[src/rtl/hsl_pkg.sv]
// Shared types, constants and the divider step of the RGB-to-HSL converter.
// No dependencies.
package hsl_pkg;

    localparam int DIV_STEPS = 8;               // quotient bits, one per stage
    localparam int NSTAGE    = DIV_STEPS + 2;   // two prep stages plus divider

    localparam logic [15:0] HUE_K40   = 16'd40;
    localparam logic [15:0] HUE_K80   = 16'd80;
    localparam logic [15:0] HUE_K160  = 16'd160;
    localparam logic [15:0] HUE_K240  = 16'd240;
    localparam logic [8:0]  SUM_HALF  = 9'd255;
    localparam logic [8:0]  SUM_FULL  = 9'd510;
    // floor(sum*8/17) == (sum*61681) >> 17 for sum in 0..510
    localparam logic [15:0] LIGHT_RECIP = 16'd61681;
    localparam int          LIGHT_SHIFT = 17;
    localparam int          LIGHT_PW    = 25;

    typedef enum logic [1:0] {
        SEL_RED,
        SEL_GREEN,
        SEL_BLUE
    } max_sel_t;

    // one division in flight: partial remainder, dividend low bits
    // shifting out while quotient bits shift in, divisor
    typedef struct packed {
        logic [7:0] part;
        logic [7:0] lowq;
        logic [7:0] den;
    } hsl_lane_t;

    typedef struct packed {
        hsl_lane_t  sat;
        hsl_lane_t  hue;
        logic       grey;
        logic [7:0] light;
    } hsl_stage_t;

    // one restoring step; requires part < den on entry
    function automatic hsl_lane_t div_step(input hsl_lane_t lane);
        logic [8:0] trial;
        logic [8:0] diff;
        hsl_lane_t  res;
        trial    = {lane.part, lane.lowq[7]};
        diff     = trial - {1'b0, lane.den};
        res.den  = lane.den;
        if (trial >= {1'b0, lane.den})
        begin
            res.part = diff[7:0];
            res.lowq = {lane.lowq[6:0], 1'b1};
        end
        else
        begin
            res.part = trial[7:0];
            res.lowq = {lane.lowq[6:0], 1'b0};
        end
        return res;
    endfunction

endpackage

[src/rtl/hsl_if.sv]
// Handshake channels of the converter: pixel in, HSL result out.
// No dependencies.
interface hsl_pix_if;
    logic       valid;
    logic       ready;
    logic [7:0] red;
    logic [7:0] green;
    logic [7:0] blue;

    modport source (output valid, output red, output green, output blue, input ready);
    modport sink   (input valid, input red, input green, input blue, output ready);
endinterface

interface hsl_res_if;
    logic       valid;
    logic       ready;
    logic [7:0] hue;
    logic [7:0] saturation;
    logic [7:0] lightness;

    modport source (output valid, output hue, output saturation, output lightness,
                    input ready);
    modport sink   (input valid, input hue, input saturation, input lightness,
                    output ready);
endinterface

[src/rtl/hsl_prep.sv]
// First two pipeline stages: channel max/min, then dividends, divisors,
// hue offset and lightness. Depends on hsl_pkg.
module hsl_prep (
    input  logic                clk,
    input  logic                en_a,
    input  logic                en_b,
    input  logic [7:0]          red,
    input  logic [7:0]          green,
    input  logic [7:0]          blue,
    output hsl_pkg::hsl_stage_t stage_out
);

    localparam int LIGHT_W = hsl_pkg::LIGHT_PW;

    logic [7:0]        red_reg, green_reg, blue_reg;
    logic [7:0]        mx_reg, mn_reg;
    hsl_pkg::max_sel_t sel_reg;

    logic [7:0]        mx_next, mn_next;
    hsl_pkg::max_sel_t sel_next;

    hsl_pkg::hsl_stage_t stage_reg, stage_next;

    logic [7:0]  d;
    logic [8:0]  sum;
    logic [8:0]  den_hi;
    logic [7:0]  denom;
    logic [15:0] sat_num;
    logic [15:0] hue_num;
    logic [15:0] d16, r16, g16, b16;
    logic [LIGHT_W-1:0] light_prod;

    // stage A: extremes; ties favor red, then green
    always_comb
    begin
        mx_next  = red;
        mn_next  = red;
        if (green > mx_next) mx_next = green;
        if (blue  > mx_next) mx_next = blue;
        if (green < mn_next) mn_next = green;
        if (blue  < mn_next) mn_next = blue;
        if (red == mx_next)
            sel_next = hsl_pkg::SEL_RED;
        else if (green == mx_next)
            sel_next = hsl_pkg::SEL_GREEN;
        else
            sel_next = hsl_pkg::SEL_BLUE;
    end

    always_ff @(posedge clk)
    begin
        if (en_a)
        begin
            red_reg   <= red;
            green_reg <= green;
            blue_reg  <= blue;
            mx_reg    <= mx_next;
            mn_reg    <= mn_next;
            sel_reg   <= sel_next;
        end
    end

    // stage B
    assign d      = mx_reg - mn_reg;
    assign sum    = {1'b0, mx_reg} + {1'b0, mn_reg};
    assign den_hi = hsl_pkg::SUM_FULL - sum;
    assign denom  = (sum < hsl_pkg::SUM_HALF) ? sum[7:0] : den_hi[7:0];
    assign d16    = {8'd0, d};
    assign r16    = {8'd0, red_reg};
    assign g16    = {8'd0, green_reg};
    assign b16    = {8'd0, blue_reg};
    assign sat_num = d16 * hsl_pkg::HUE_K240;

    // hue scaled by 240*d, already wrapped into [0, 240*d)
    always_comb
    begin
        case (sel_reg)
            hsl_pkg::SEL_RED:
            begin
                if (green_reg >= blue_reg)
                    hue_num = (g16 - b16) * hsl_pkg::HUE_K40;
                else
                    hue_num = sat_num - (b16 - g16) * hsl_pkg::HUE_K40;
            end
            hsl_pkg::SEL_GREEN:
                hue_num = d16 * hsl_pkg::HUE_K80 + b16 * hsl_pkg::HUE_K40
                          - r16 * hsl_pkg::HUE_K40;
            default:
                hue_num = d16 * hsl_pkg::HUE_K160 + r16 * hsl_pkg::HUE_K40
                          - g16 * hsl_pkg::HUE_K40;
        endcase
    end

    assign light_prod = LIGHT_W'(sum) * LIGHT_W'(hsl_pkg::LIGHT_RECIP);

    always_comb
    begin
        stage_next.sat.part = sat_num[15:8];
        stage_next.sat.lowq = sat_num[7:0];
        stage_next.sat.den  = denom;
        stage_next.hue.part = hue_num[15:8];
        stage_next.hue.lowq = hue_num[7:0];
        stage_next.hue.den  = d;
        stage_next.grey     = (d == 8'd0);
        stage_next.light    = light_prod[hsl_pkg::LIGHT_SHIFT+7:hsl_pkg::LIGHT_SHIFT];
    end

    always_ff @(posedge clk)
    begin
        if (en_b)
            stage_reg <= stage_next;
    end

    assign stage_out = stage_reg;

endmodule

[src/rtl/hsl_div_stage.sv]
// One stage of the pipelined divider: a restoring step on both the
// saturation and the hue quotient. Depends on hsl_pkg.
module hsl_div_stage (
    input  logic                clk,
    input  logic                en,
    input  hsl_pkg::hsl_stage_t stage_in,
    output hsl_pkg::hsl_stage_t stage_out
);

    hsl_pkg::hsl_stage_t stage_reg, stage_next;

    always_comb
    begin
        stage_next       = stage_in;
        stage_next.sat   = hsl_pkg::div_step(stage_in.sat);
        stage_next.hue   = hsl_pkg::div_step(stage_in.hue);
    end

    always_ff @(posedge clk)
    begin
        if (en)
            stage_reg <= stage_next;
    end

    assign stage_out = stage_reg;

endmodule

[src/rtl/rgb_to_hsl_converter_top.sv]
// Top level of the RGB-to-HSL converter: valid/stall control around the
// prep stages and the divider stages. Depends on hsl_pkg, hsl_if, hsl_prep, hsl_div_stage.
//
//  channel | dir | payload                          | transaction
//  --------+-----+----------------------------------+----------------------
//  pix     | in  | red, green, blue (8b each)       | valid && ready at clk
//  hsl     | out | hue, saturation, lightness (8b)  | valid && ready at clk
//
// One pixel per cycle sustained while the output is not stalled; 10 register stages
// (2 prep stages plus 8 divider stages, one quotient bit each), the result being
// valid once the pixel has passed through all of them.
// rst_n clears only the stage valid bits.
// Each stage loads when it is empty or the stage after it moves, so bubbles
// close up under an output stall and no item is dropped or doubled.
module rgb_to_hsl_converter_top (
    input  logic          clk,
    input  logic          rst_n,
    hsl_pix_if.sink       pix,
    hsl_res_if.source     hsl
);

    localparam int NS = hsl_pkg::NSTAGE;
    localparam int DS = hsl_pkg::DIV_STEPS;

    logic [NS-1:0] valid_reg, valid_next, ld;

    hsl_pkg::hsl_stage_t stage_data [DS+1];

    assign ld[NS-1] = !valid_reg[NS-1] || hsl.ready;

    genvar gi;
    generate
        for (gi = 0; gi < NS - 1; gi++)
        begin : g_ld
            assign ld[gi] = !valid_reg[gi] || ld[gi+1];
        end
    endgenerate

    assign valid_next[0] = ld[0] ? pix.valid : valid_reg[0];
    generate
        for (gi = 1; gi < NS; gi++)
        begin : g_vld
            assign valid_next[gi] = ld[gi] ? valid_reg[gi-1] : valid_reg[gi];
        end
    endgenerate

    always_ff @(posedge clk or negedge rst_n)
    begin
        if (!rst_n)
            valid_reg <= '0;
        else
            valid_reg <= valid_next;
    end

    assign pix.ready = ld[0];

    hsl_prep u_prep (
        .clk       (clk),
        .en_a      (ld[0]),
        .en_b      (ld[1]),
        .red       (pix.red),
        .green     (pix.green),
        .blue      (pix.blue),
        .stage_out (stage_data[0])
    );

    generate
        for (gi = 0; gi < DS; gi++)
        begin : g_div
            hsl_div_stage u_div (
                .clk       (clk),
                .en        (ld[gi+2]),
                .stage_in  (stage_data[gi]),
                .stage_out (stage_data[gi+1])
            );
        end
    endgenerate

    // grey pixels carry junk quotients (divisor may be zero)
    assign hsl.valid      = valid_reg[NS-1];
    assign hsl.hue        = stage_data[DS].grey ? 8'd0 : stage_data[DS].hue.lowq;
    assign hsl.saturation = stage_data[DS].grey ? 8'd0 : stage_data[DS].sat.lowq;
    assign hsl.lightness  = stage_data[DS].light;

endmodule

[src/flat_wrapper.sv]
// flat-port wrapper written by rule: the top's interface ports become plain ports
module rgb_to_hsl_converter_top_flat 
  (clk, rst_n, pix_valid, pix_red, pix_green, pix_blue, pix_ready, hsl_valid, hsl_hue, hsl_saturation, hsl_lightness, hsl_ready);
  hsl_pix_if pix_i ();
  hsl_res_if hsl_i ();
  input  logic clk;
  input  logic rst_n;
  input wire logic [$bits(pix_i.valid)-1:0] pix_valid;
  input wire logic [$bits(pix_i.red)-1:0] pix_red;
  input wire logic [$bits(pix_i.green)-1:0] pix_green;
  input wire logic [$bits(pix_i.blue)-1:0] pix_blue;
  output wire logic [$bits(pix_i.ready)-1:0] pix_ready;
  output wire logic [$bits(hsl_i.valid)-1:0] hsl_valid;
  output wire logic [$bits(hsl_i.hue)-1:0] hsl_hue;
  output wire logic [$bits(hsl_i.saturation)-1:0] hsl_saturation;
  output wire logic [$bits(hsl_i.lightness)-1:0] hsl_lightness;
  input wire logic [$bits(hsl_i.ready)-1:0] hsl_ready;
  assign pix_i.valid = pix_valid;
  assign pix_i.red = pix_red;
  assign pix_i.green = pix_green;
  assign pix_i.blue = pix_blue;
  assign pix_ready = pix_i.ready;
  assign hsl_valid = hsl_i.valid;
  assign hsl_hue = hsl_i.hue;
  assign hsl_saturation = hsl_i.saturation;
  assign hsl_lightness = hsl_i.lightness;
  assign hsl_i.ready = hsl_ready;
  rgb_to_hsl_converter_top u_core (.clk(clk), .rst_n(rst_n), .pix(pix_i), .hsl(hsl_i));
endmodule
[config.mk]
export PLATFORM = sky130hd
export DESIGN_NAME = rgb_to_hsl_converter_top_flat
export DESIGN_NICKNAME = d
export VERILOG_FILES = /design/src/rtl/hsl_pkg.sv /design/src/rtl/hsl_if.sv /design/src/rtl/hsl_prep.sv /design/src/rtl/hsl_div_stage.sv /design/src/rtl/rgb_to_hsl_converter_top.sv /design/src/flat_wrapper.sv
export SDC_FILE = /design/constraint.sdc
export NUM_CORES = 1
export LEC_CHECK = 0
export ABC_AREA = 1
export BUFFER_PORTS_ARGS = -buffer_cell sky130_fd_sc_hd__buf_2
export CORE_MARGIN = 8
export CORE_UTILIZATION = 55
export CTS_CLUSTER_SIZE = 14
export DETAILED_ROUTE_END_ITERATION = 10
export PLACE_DENSITY_LB_ADDON = 0.08
export SLEW_MARGIN = 10
export SYNTH_ARGS = -nofsm -noshare
export SYNTH_HDL_FRONTEND = slang
export SYNTH_SLANG_ARGS = --single-unit
[constraint.sdc]
create_clock -name clk -period 8.6 [get_ports clk]
set_clock_uncertainty 0.1 [all_clocks]
set_input_delay 1.72 -clock clk [delete_from_list [all_inputs] [get_ports clk]]
set_output_delay 1.72 -clock clk [all_outputs]
set_load 0.005 [all_outputs]
==> out/results.ini, run 1 <==
[global_route]
grt_pass1_vias = 21800
gr-usage-all-layers = 0.208
overflow = 0
antenna_found_initial = 0
grt_max_degree = 56
grt_pass1_wl_um = 109000

[clock_network]
cts_sinks = 474
cts_tree = yes
cts_buffers = 52
cts_resized = 0
worstSkewPairLatency_ns = 0.60
htree_num_levels = 2
hold_buffers = 0
root_buffer = clkbuf_16
cts.clk_slew.worst_paths_ns = 0.06
clock_path_buffers = 3
cts_setup_buffers = 0

[synth]
synth-main-ff-cell = edfxtp_1
synth_top_area_share = 0.448
synth_top_family_by_area = adder cells
synth_area_leaders = edfxtp_1, ha_1, nand2_1
synth_edf_count = 464
synth_compound_area_frac = 0.0785
ys_top_cells_by_count = nand2_1, inv_1, edfxtp_1, ha_1, nor2_1
synth_area_per_cell_um2 = 9.76
syn_area_um2 = 31100
ys_seq_area_frac = 0.456
async_reset_ff_frac = 0.0211
ys_seq_elements = 474
synthSimpleGateAreaFrac = 0.152
yosysTopAreaCell = edfxtp_1
ys_types = 57
synthMuxAreaShare = 0
synth.net_count = 3658
synth_xor_area_frac = 0.0402
ys_warn_count = 0
post-synth-top-count-cell = nand2_1
synth_cells = 3185
synthAdderAreaFrac = 0.198

[floorplan]
num_rows = 87
initial_utilization = 0.554
die_w_um = 254
ios = 54
dieArea_um2 = 64400
core-area_um2 = 56200
die_y_um = 254

[timing]
finalSetupViolCount = 0
hold_viol = 0
max_slew_margin = 0.311
worstMarginPinSlew_ns = 1.03
slew_viol_final = 0
min_period_ns = 6.21
max_freq_mhz = 161
setup_tns_ns = 0
rsz0062_at_grt = false
fin_crit_sh = 0.722

[setup_path]
arrival_ns = 6.41
cp.required_ns = 8.81
endpoint_kind = flip-flop
start_kind = flip-flop
cp_max_fo = 7
critPathKind = flip-flop to flip-flop

[placed_design]
port_buffers = 53
dp_hpwl_um = 53200
placed_cell_area_um2 = 32200
place_congestion = 0.895

[final_layout]
largest_reg_flops = 374
drive_gt1_frac = 0.0707
register_area_um2 = 14200
fill_cells = 4740
layout.nets = 3740
area_growth_pct = 9.08
diodes = 0
multi_input_area_um2 = 14600
final_area_um2 = 33900

[drt]
dr.pass1.iters = 7
first_iter_violations = 1108
drt-vias-per-instance = 5.29
ant_nets = 0
routedWlPerCell_um = 16.3
drt_wl_total_um = 66100
via_count = 21500
drc_errors = 0

[status]
outcome = completed

[hold_path]
hp-class = flip-flop to flip-flop

[job]
cap_violations = 0

[logic make-up after synthesis]
family / Yosys count
adders and majority gates: 445
and+or+nand+nor: 1096
AOI/OAI and AO/OA: 432
buffers and inverters: 600
DFF: 474
xor gates and xnor gates: 138
[worst paths after layout]
path,slack [ns],from,endpoint,cells past startpoint
min in group asynchronous,0.89,rst_n,u_core.valid_reg[9],1
max in group asynchronous,7.26,rst_n,u_core.valid_reg[3],1
worst max register to register,2.39,u_core.u_prep.mx_reg[0],u_core.u_prep.stage_out[30],26
worst min register to register,0.31,u_core.g_div[5].u_div.stage_out[22],u_core.g_div[6].u_div.stage_out[23],0
worst max-delay path,2.39,u_core.u_prep.mx_reg[0],u_core.u_prep.stage_out[30],26
worst min-delay path,0.31,u_core.g_div[5].u_div.stage_out[22],u_core.g_div[6].u_div.stage_out[23],0
[layout make-up]
class,count,area share
well taps,756,0.0279
inverters,567,0.0627
clock inverters,36,0.0117
clock buffers,60,0.0401
repair buffers,61,0.00959
multi-input cells,2111,0.430
flip-flops and latches,474,0.418
[placed cells by master, fill, tap and decap left out, types with 13 or more instances in the layout]
cell type	count
o21ai_1	58
a21o_1	18
nor3_1	25
buf_2	53
nand3_1	183
a21oi_1	164
clkbuf_16	52
or2_2	16
inv_2	17
xnor2_1	54
nand4_1	28
xor2_1	80
edfxtp_1	464
nor2_1	195
nand2_2	26
nand2_1	579
inv_1	547
ha_1	367
nand3b_1	13
fa_1	78
o21bai_1	16
o21ai_0	113
[worst max-delay path, stage by stage, from the launching register on]
cell      delay [ns]
edfxtp_1        0.40
inv_1           0.10
ha_1            0.15
inv_1           0.05
fa_1            0.43
a21oi_1         0.18
nor2_1          0.08
nor2_1          0.09
nor2_1          0.07
o21ai_1         0.14
nand2_1         0.10
xor2_2          0.36
inv_1           0.24
nor2_1          0.13
nor2_1          0.05
ha_1            0.34
nand2_1         0.06
o21ai_0         0.26
xor2_1          0.55
inv_1           0.17
fa_1            0.47
ha_1            0.35
inv_1           0.12
o21bai_1        0.10
a21o_1          0.17
o21ai_0         0.51
nand3_1         0.14
[through the flow]
stage,hold slack (ns),utilization,std cells,setup slack (ns)
4_1_cts,0.309,0.604,4065,2.45
3_5_place_dp,0.305,0.573,3969,2.48
3_3_place_gp,0.302,0.573,3969,2.61
5_1_grt,0.318,0.604,4065,1.89
2_1_floorplan,0.300,-,3185,0.0717
6_report,0.311,0.604,4065,2.39
[layer usage]
metal / wire length, um / track usage
met1: 28800 / 0.255
met2: 33300 / 0.378
met3: 2260 / 0.0280
met4: 1820 / 0.0618
met5: 0 / 0
Power of run 1 is left out: the tool's default activity adds up to more than one toggle a clock period on the data nets, which glitch-free logic cannot reach.
==> inputs of run 2 (changes only) <==
==> constraint.sdc (replaced) <==
create_clock -name clk -period 6 [get_ports clk]
set_clock_uncertainty 0.1 [all_clocks]
set_input_delay 1.2 -clock clk [delete_from_list [all_inputs] [get_ports clk]]
set_output_delay 1.2 -clock clk [all_outputs]
set_load 0.005 [all_outputs]
==> run 2 against run 1 <==
Global-route usage decreased by 0.38 points. Die area unchanged. Clock-buffer cell count up 1. Core utilization rose by 0.089 points. Setup slack got worse by 2.1 ns. Design area grew 0.15%. Routed wire length is 2.3% lower.
==> out/results.ini, run 2 (synthesis results as in run 1) <==
[final_layout]
drive_gt1_frac = 0.0751  ; +0.00435
most-common-layout-cells = nand2_1, inv_1, edfxtp_1, ha_1, nor2_1
final_area_um2 = 34000  ; +0.15%
fill_cells = 4725  ; -0.32%
layout.nets = 3750  ; +0.27%
final_common_cell = nand2_1
largest_reg_flops = 374  ; unchanged
diodes = 0  ; unchanged
area_growth_pct = 9.24

[floorplan]
dieArea_um2 = 64400  ; unchanged
initial_utilization = 0.554  ; unchanged
core-area_um2 = 56200  ; unchanged
die_w_um = 254  ; unchanged
die_y_um = 254  ; unchanged
num_rows = 87  ; unchanged
ios = 54  ; unchanged

[placed_design]
placed_cell_area_um2 = 32200  ; +0.24%
port_buffers = 53  ; unchanged
pre_cts_ws_ns = 0.115  ; -2.37 ns
dp_hpwl_um = 52600  ; -1.0%
place_congestion = 0.909  ; +1.7%

[status]
outcome = completed

[timing]
max_slew_margin = 0.346  ; +0.0355
worstMarginPinSlew_ns = 0.981  ; -0.0518 ns
setup_tns_ns = 0  ; unchanged
min_period_ns = 5.71  ; -0.494 ns
max_freq_mhz = 175  ; +8.6%
slew_viol_final = 0  ; unchanged
finalSetupViolCount = 0  ; unchanged
rsz0062_at_grt = true
worst_slack_ns = 0.289  ; -2.11 ns
hold_viol = 0  ; unchanged
fin_crit_sh = 0.952  ; +0.230

[clock_network]
cts.clk_slew.worst_paths_ns = 0.06  ; about the same
worstSkewPairLatency_ns = 0.59  ; about the same
htree_num_levels = 2  ; unchanged
clock_path_buffers = 3  ; unchanged
cts_tree = yes
cts_sinks = 474  ; unchanged
cts_buffers = 49  ; -5.8%
hold_buffers = 0  ; unchanged
root_buffer = clkbuf_16

[drt]
drt_wl_total_um = 64600  ; -2.3%
first_iter_violations = 917  ; -17%
via_count = 21300  ; -0.71%
drc_errors = 0  ; unchanged
dr.pass1.iters = 5  ; -2
drt-vias-per-instance = 5.24  ; -0.91%
routedWlPerCell_um = 15.9  ; -2.5%
ant_nets = 0  ; unchanged

[global_route]
grt_pass1_wl_um = 107000  ; -1.6%
gr-usage-all-layers = 0.204  ; -0.00381
grt_max_degree = 56  ; unchanged
antenna_found_initial = 0  ; unchanged
grt_pass1_vias = 22000  ; +0.99%
overflow = 0  ; unchanged

[setup_path]
arrival_ns = 5.95  ; -0.46 ns
start_kind = flip-flop
r2r_cells = 23  ; -12%
critPathKind = flip-flop to flip-flop
endpoint_kind = flip-flop
rrSetupSlack_ns = 0.29  ; -2.11 ns
cp.required_ns = 6.24  ; -2.57 ns
cp_max_fo = 5  ; -2

[job]
cap_violations = 0  ; unchanged

[hold_path]
hp-class = flip-flop to flip-flop
holdPathStages = 0  ; unchanged

## run 2: critical path, stage by stage (launching register included)
cell and delay [ns]:
edfxtp_1 0.42, ha_1 0.24, fa_1 0.43, nand2_2 0.09, nand2_1 0.06, nand2_2 0.08
nand2_4 0.07, nand2_4 0.07, nand2_4 0.05, a21oi_4 0.16, xor2_4 0.25, inv_2 0.12
fa_1 0.52, inv_1 0.07, fa_1 0.40, inv_1 0.11, fa_1 0.46, fa_1 0.43
ha_1 0.21, a21oi_1 0.38, o21ai_0 0.21, o21ai_0 0.21, o2111ai_1 0.17, xnor2_1 0.15
## run 2: timing repair
item | in CTS | in global routing
setup buffers | 0 | 5
setup endpoints to repair | 0 | 9
gates resized for setup | 0 | 13
## run 2: per-stage QoR
stage,cells,util,hold slack [ns]
6_report,4073,0.605,0.312
5_1_grt,4073,0.605,0.320
2_1_floorplan,3185,-,0.300
3_3_place_gp,3977,0.574,0.301
3_5_place_dp,3977,0.574,0.305
4_1_cts,4068,0.603,0.314
## run 2: path summary, 6_finish.rpt
| kind | from | endpoint |
|---|---|---|
| setup / recovery | u_core.u_prep.mn_reg[0] | u_core.u_prep.stage_out[7] |
| hold / removal | u_core.g_div[4].u_div.stage_out[17] | u_core.g_div[5].u_div.stage_out[18] |
| max in group asynchronous | rst_n | u_core.valid_reg[7] |
| min in group asynchronous | rst_n | u_core.valid_reg[4] |
| hold reg to reg | u_core.g_div[4].u_div.stage_out[17] | u_core.g_div[5].u_div.stage_out[18] |
| setup reg to reg | u_core.u_prep.mn_reg[0] | u_core.u_prep.stage_out[7] |
## run 2: cell type report
type | count | area, um2 | share of cell area
inverter | 567 | 2140 | 0.0629
clock inverter | 30 | 347 | 0.0102
timing repair buffer | 74 | 423 | 0.0124
tap | 756 | 946 | 0.0278
sequential | 474 | 14200 | 0.418
multi-input combinational | 2111 | 14600 | 0.431
clock buffer | 61 | 1290 | 0.0380
## run 2: metal layers
| layer | routed length [um] | GRT usage | vias up |
|---|---|---|---|
| met5 | 0 | 0 | - |
| met4 | 1930 | 0.0650 | 0 |
| met3 | 2400 | 0.0288 | 117 |
| met2 | 34000 | 0.386 | 362 |
| met1 | 26300 | 0.235 | 10000 |
| li1 | - | - | 10900 |
Power of run 2 is left out for the same reason.
